==> src/hdl/spf_pkg.sv <==
`timescale 1ns / 1ps
// ----------------------------------------------------------------------------
// spf_pkg: shared types and constants
// Table geometry, controller states, and the command and status groups that
// pass between the sieve/factorizer controller and its datapath.
// ----------------------------------------------------------------------------
package spf_pkg;

    // Table size as configured; only entries reachable by a 16-bit input are kept
    localparam int TABLE_BITS  = 16;
    localparam int NUMBER_BITS = 16;
    localparam int PRIME_BITS  = 16;
    localparam int EXP_BITS    = 5;

    localparam int ADDR_BITS   = (TABLE_BITS < NUMBER_BITS) ? TABLE_BITS : NUMBER_BITS;
    localparam int TABLE_DEPTH = 1 << ADDR_BITS;

    // Stored factor never exceeds sqrt(depth); cofactor fits the address width
    localparam int P_BITS  = (ADDR_BITS + 1) / 2;
    localparam int Q_BITS  = ADDR_BITS;
    localparam int I_BITS  = P_BITS + 1;
    localparam int SQ_BITS = 2 * I_BITS;
    localparam int J_BITS  = ADDR_BITS + 1;

    // Table entry: smallest factor (zero = unmarked, value is prime) and cofactor
    typedef struct packed {
        logic [P_BITS-1:0] p;
        logic [Q_BITS-1:0] q;
    } entry_t;

    typedef enum logic [3:0] {
        ST_CLEAR,
        ST_PRIME_RD,
        ST_PRIME_CHK,
        ST_MARK_RD,
        ST_MARK_WR,
        ST_IDLE,
        ST_STEP,
        ST_FINAL,
        ST_EMPTY
    } state_t;

    typedef enum logic [2:0] {
        ADDR_CLR,
        ADDR_I,
        ADDR_J,
        ADDR_NUM,
        ADDR_Q
    } addr_sel_t;

    typedef enum logic [1:0] {
        OUT_MID,
        OUT_FINAL,
        OUT_EMPTY
    } out_kind_t;

    typedef struct packed {
        addr_sel_t addr_sel;
        logic      mem_rd;
        logic      mem_wr;
        logic      wr_mark;
        logic      clr_inc;
        logic      load_i2;
        logic      i_inc;
        logic      load_j;
        logic      j_inc;
        logic      load_num;
        logic      step;
        logic      out_load;
        out_kind_t out_kind;
    } cmd_t;

    typedef struct packed {
        logic clr_done;
        logic sq_ge_n;
        logic entry_zero;
        logic j_ge_n;
        logic num_empty;
        logic need_emit;
        logic q_is_one;
        logic out_free;
    } status_t;

endpackage

==> src/hdl/spf_ctrl.sv <==
`timescale 1ns / 1ps
// ----------------------------------------------------------------------------
// spf_ctrl: sequencer for clear, sieve and factorization
// Clears the table, runs the sieve from each prime's square, then walks the
// factor chain of each accepted item and schedules its results.
// ----------------------------------------------------------------------------
module spf_ctrl
    import spf_pkg::*;
(
    input  logic    aclk,
    input  logic    aresetn,
    input  logic    s_valid,
    output logic    s_ready,
    input  status_t status,
    output cmd_t    cmd
);

    state_t state_reg;
    state_t state_next;

    // State register
    always_ff @(posedge aclk) begin
        if (!aresetn) begin
            state_reg <= ST_CLEAR;
        end else begin
            state_reg <= state_next;
        end
    end

    // Next state and commands
    always_comb begin
        state_next   = state_reg;
        cmd          = '0;
        cmd.addr_sel = ADDR_CLR;
        cmd.out_kind = OUT_MID;
        s_ready      = 1'b0;

        case (state_reg)
            ST_CLEAR: begin
                cmd.mem_wr  = 1'b1;
                cmd.clr_inc = 1'b1;
                if (status.clr_done) begin
                    cmd.load_i2 = 1'b1;
                    state_next  = ST_PRIME_RD;
                end
            end

            // Sieve outer loop: stop once i*i passes the table
            ST_PRIME_RD: begin
                if (status.sq_ge_n) begin
                    state_next = ST_IDLE;
                end else begin
                    cmd.addr_sel = ADDR_I;
                    cmd.mem_rd   = 1'b1;
                    state_next   = ST_PRIME_CHK;
                end
            end

            ST_PRIME_CHK: begin
                if (status.entry_zero) begin
                    cmd.load_j = 1'b1;
                    state_next = ST_MARK_RD;
                end else begin
                    cmd.i_inc  = 1'b1;
                    state_next = ST_PRIME_RD;
                end
            end

            // Mark multiples still unmarked
            ST_MARK_RD: begin
                if (status.j_ge_n) begin
                    cmd.i_inc  = 1'b1;
                    state_next = ST_PRIME_RD;
                end else begin
                    cmd.addr_sel = ADDR_J;
                    cmd.mem_rd   = 1'b1;
                    state_next   = ST_MARK_WR;
                end
            end

            ST_MARK_WR: begin
                cmd.addr_sel = ADDR_J;
                cmd.mem_wr   = status.entry_zero;
                cmd.wr_mark  = 1'b1;
                cmd.j_inc    = 1'b1;
                state_next   = ST_MARK_RD;
            end

            ST_IDLE: begin
                s_ready = 1'b1;
                if (s_valid) begin
                    cmd.load_num = 1'b1;
                    if (status.num_empty) begin
                        state_next = ST_EMPTY;
                    end else begin
                        cmd.addr_sel = ADDR_NUM;
                        cmd.mem_rd   = 1'b1;
                        state_next   = ST_STEP;
                    end
                end
            end

            // One lookup per cycle; hold while a finished prime cannot be sent
            ST_STEP: begin
                if (!(status.need_emit && !status.out_free)) begin
                    cmd.step     = 1'b1;
                    cmd.out_load = status.need_emit;
                    cmd.out_kind = OUT_MID;
                    if (status.q_is_one) begin
                        state_next = ST_FINAL;
                    end else begin
                        cmd.addr_sel = ADDR_Q;
                        cmd.mem_rd   = 1'b1;
                    end
                end
            end

            ST_FINAL: begin
                if (status.out_free) begin
                    cmd.out_load = 1'b1;
                    cmd.out_kind = OUT_FINAL;
                    state_next   = ST_IDLE;
                end
            end

            ST_EMPTY: begin
                if (status.out_free) begin
                    cmd.out_load = 1'b1;
                    cmd.out_kind = OUT_EMPTY;
                    state_next   = ST_IDLE;
                end
            end

            default: begin
                state_next = ST_CLEAR;
            end
        endcase
    end

endmodule

==> config.mk <==
export PLATFORM = sky130hd
export DESIGN_NAME = spf_ctrl
export DESIGN_NICKNAME = d
export VERILOG_FILES = /design/src/hdl/spf_pkg.sv /design/src/hdl/spf_ctrl.sv
export SDC_FILE = /design/constraint.sdc
export NUM_CORES = 1
export LEC_CHECK = 0
export BUFFER_PORTS_ARGS = -buffer_cell sky130_fd_sc_hd__buf_2
export CAP_MARGIN = 15
export CORE_MARGIN = 10
export CORE_UTILIZATION = 44
export CTS_CLUSTER_SIZE = 40
export DETAILED_ROUTE_END_ITERATION = 6
export PLACE_DENSITY = 0.84
export SLEW_MARGIN = 10
export SYNTH_ARGS = -nofsm -noshare
export SYNTH_HDL_FRONTEND = slang
export SYNTH_SLANG_ARGS = --single-unit
==> constraint.sdc <==
create_clock -name aclk -period 1.8 [get_ports aclk]
set_input_delay 0.09 -clock aclk [delete_from_list [all_inputs] [get_ports aclk]]
set_output_delay 0.09 -clock aclk [all_outputs]
set_load 0.01 [all_outputs]
# Word level (Yosys, flattened, before mapping)
# Index checks and enable logic that the tools add are counted.
# word_totals
ff_bits,4
inputBits,11
# op_classes
n_eq_ne,13
muxes,35
n_reduce_logical,5
# op_table
op,count
4-bit 2-to-1 mux,9
4-bit one-hot mux with 8 select lines,1
3-bit 2-to-1 mux,7
"4-bit by 3-bit == test with 1-bit output, second input constant",4
3-bit one-hot mux with 5 select lines,1
1-bit 2-to-1 mux,10
3-bit one-hot mux with 3 select lines,1
"4-bit by 2-bit == test with 1-bit output, second input constant",2
"2-bit inequality test, second input constant",4
2-bit 2-to-1 mux,3
5-bit AND reduction,1
"4-bit by 1-bit == test with 1-bit output, second input constant",1
"4-bit == test, second input constant",1
4-bit zero test,1
1-bit one-hot mux with 2 select lines,2
1-bit one-hot mux with 4 select lines,1
"2-bit by 1-bit inequality test with 1-bit output, second input constant",1
2-bit OR reduction,1
1-bit logical AND,1
1-bit zero test,1

# Longest topological paths before layout
# depth
word_depth,4
ltp_mapped,6

# Worst setup path before layout
# No wires, ideal clock.
# synth_timing
path_kind,register -> output
startpoint,register state_reg[2]
endpoint,output port cmd[8] in the netlist's numbering
arrival_time_ns,1.323
setup_slack_ns,0.387
stages_incl_launch_ff,5
cell_sequence,dfxtp_1 buf_6 buf_2 nor4_1 and2_1
# synth_rtl
element,line_no,source
start: declaration,spf_ctrl.sv:18,state_t state_reg;
start signal: assignment,spf_ctrl.sv:26,state_reg <= state_next;
end: declaration,spf_ctrl.sv:15,output cmd_t cmd

==> results.txt <==
* Layout overhead on the synthesized area: 27.3%
- Final cycle utilization of the critical path: 0.925
* Crit path capture type: output pin
* Setup-violating endpoint count in the final report: 0
- Startpoint of the most critical register-to-register path: state_reg[1]$_SDFFE_PN0P_
- Number of CTS-inserted buffers: 3
- In this run the static leakage power is 0.370 nW.
- Number of clock sinks seen by CTS: 4
- Worst-case clock skew: 3.98 ps
- Adding up every negative setup slack in the final design gives 0 ps.
* Final number of max-transition violations: 0
* Final count of hold timing violations: 0
- The clock period could shrink to 1660 ps.
- Die ar.: 3210 um2
* Leading cell types by total area after synthesis: dfxtp_1 (14%), mux2i_1 (8.5%), o31ai_1 (5.1%)
- Crit path depth: 6
* Critical hold path startpoint: status[3]
* Crit path required time: 1710 ps
- Cell-by-cell trace of the critical path: buf_4 > and2b_1 > nand2_1 > a211oi_1 > a211o_1 > buf_2
- Remaining global-route overflow: 0
* Remaining antenna violation count: 0
* Capture point of the worst reg-to-reg path: state_reg[1]$_SDFFE_PN0P_
- Final hold analysis gives a worst-case slack of 168 ps.
* Worst-case vdd ir drop: 0.485 mV
* Std cell rows: 13
- Largest net degree at the start of global routing: 18
* Critical path data arrival time: 1570 ps
* Initial standard-cell utilization of the core: 0.460
* Synth cell count leaders: nand2_1 (7), nor2_1 (7), mux2i_1 (5)
- Pin slew with the least headroom to its limit: 375 ps
- Weighted congestion reported at the end of routability-driven placement: 0.861
* Register clock-pin slew on the reported worst setup and hold paths: 40 ps
- TritonRoute pass-1 iters: 4
- Antenna diode count: 0
- FF-to-FF path depth: 5
- Critical Path Fanout Max: 17
- Number of standard cells after synthesis: 77
- Fraction of post-synthesis cell area in the top cell type by area: 0.136
- Tracing the worst setup path back leads to its startpoint at state_reg[2]$_SDFFE_PN0P_.
- Largest area contributor in the synthesized netlist: dfxtp_1
* CP delay by family, top: compound AO/OA/AOI/OAI gates
- The synthesized netlist occupies a cell area of 591 um2.
- The worst setup path is launched from a flip-flop.
- For this design the top-level I/O count stands at 28.
- Average wire per cell in the routed design: 14.4 um
- TritonCTS built the clock tree.
- Area of the core: 1280 um2
- The number of global-route vias before repair was 631.
- Status: finished, final reports clean
* Final Net Count: 118
* Clock insertion delay at the later pin of the skew report: 230 ps
- Counting along the longest clock path gives a buffer depth of 2.
- # resized after CTS: 0
- The critical path in this run is classified as flip-flop to output pin.
- Vias: 680
* Hold-fix buffers, CTS: 0
* Fraction of the yosys area taken by sequential cells: 0.136
* Post-synthesis area per instance: 7.67 um2
- Counting flops with a built-in enable in the synthesized netlist gives 0.
- On the worst path, the slowest cell contributes a delay of 300 ps.
- Net Count, Synth: 88
- Post-CTS setup repair buffer count: 0
* Share of flip-flops with an asynchronous set or reset: 0
* Worst min path class: primary input to flip-flop
* Clock Root Buffer: clkbuf_4
* 1st-iter DRT viols: 17
* Setup repair after global routing missed its margin: false
* Wirelength, routed: 1730 um
* Relative max-transition margin: 0.749
- The most critical setup path has its endpoint at cmd[12].
- Measured along the y axis, the die boundary spans 56.6 um.
- Wire length of the first global-routing pass: 2820 um
- Synthesis inferred 4 register bits.
- Via-to-Cell Ratio: 5.67
* Post-synth top flop: dfxtp_1
- Overall fraction of global-route tracks in use: 0.106
- Fraction of layout instances using a drive strength above 1: 0.381
* Slowest library cell on the worst path: dfxtp_1
* Number of distinct library cells after synthesis: 30
- Initial antenna violation count: 0
- Power per cell area: 1280 nW/um2
- After detailed routing, the number of remaining DRC violations is 0.
- Timing would allow up to 601 MHz.
* Half-perimeter wire length of the detailed placement result: 1430 um
- Port buffering added 27 buffers.
* Number of buffer and inverter stages on the critical path: 2
- In this run the register-to-register setup slack is 310 ps.
* Max_cap viols: 0
- Synth Warn #: 0
- In this run the number of H-tree levels came out at 1.
- Max reg flops: 4
* X dimension of the die: 56.6 um
==> how the worst min path moves through the flow <==
stage | to | cells after the start
after detailed placement | state_reg[3]$_SDFFE_PN0P_ | 3
after global placement | state_reg[2]$_SDFFE_PN0P_ | 3
after floorplan | cmd[15] | 1
after global routing | state_reg[1]$_SDFFE_PN0P_ | 3
after CTS | state_reg[0]$_SDFFE_PN0P_ | 3
final | state_reg[3]$_SDFFE_PN0P_ | 3
==> stage by stage <==
stage / setup WS [ps] / utilization / cells / cell area [um2] / power [mW]
final: 135 / 0.585 / 120 / 752 / 0.966
after global placement: 320 / 0.568 / 117 / 729 / 0.851
after global routing: 23.9 / 0.585 / 120 / 752 / 1.06
after detailed placement: 307 / 0.568 / 117 / 729 / 0.864
after floorplan: 387 / - / 77 / 591 / 0.684
after CTS: 116 / 0.585 / 120 / 752 / 0.975
==> layout make-up <==
class	instances	area (um2)
tap	15	18.8
multi-input combinational	63	447
inverter	3	11.3
sequential	4	80.1
clock buffer	3	22.5
timing repair buffer	32	173
fill	130	533
==> tightest hold or removal path, delay by kind of cell <==
kind          cells  cell delay [ps]
buf+inv           1              120
simple gates      1               70
mux               1               60
==> placed cells by master (no fill, tap or decap), drive strengths merged <==
master	Yosys	layout
a211o	2	2
buf	7	32
nand2b	4	4
a211oi	2	2
nor2b	2	2
and3b	1	1
and2	4	4
or2	1	1
o32ai	1	1
clkbuf	0	3
a31oi	1	1
nor3b	1	1
mux2i	5	5
a21oi	2	2
o221ai	1	1
nand3	1	1
nor4b	1	1
dfxtp	4	4
o31ai	4	4
nand2	7	7
nor2	7	7
nor4	2	2
nor3	3	3
o21ai	5	5
o21a	2	2
and3	2	2
and2b	2	2
inv	3	3
==> power breakdown <==
part           internal [mW]  switching (mW)
registers              0.119          0.0472
logic                  0.309           0.383
clock network         0.0744          0.0344
total                  0.502           0.464
==> cell families (layout without fill, tap and decap cells) <==
| group | count (synthesis) | count (layout) | share of synthesized area |
|---|---|---|---|
| AND/OR/NAND/NOR | 38 | 38 | 0.379 |
| AO/OA/AOI/OAI | 20 | 20 | 0.292 |
| buffers and inverters | 10 | 38 | 0.108 |
| multiplexers | 5 | 5 | 0.0847 |
| flip-flops | 4 | 4 | 0.136 |
==> metal layers <==
metal,track usage,vias up,share of wire
li1,-,336,-
met1,0.113,314,0.38
met2,0.180,26,0.52
met3,0.0270,4,0.076
met4,0.0619,0,0.018
met5,0,-,0
No activity file was read; power rests on OpenSTA's default activity.
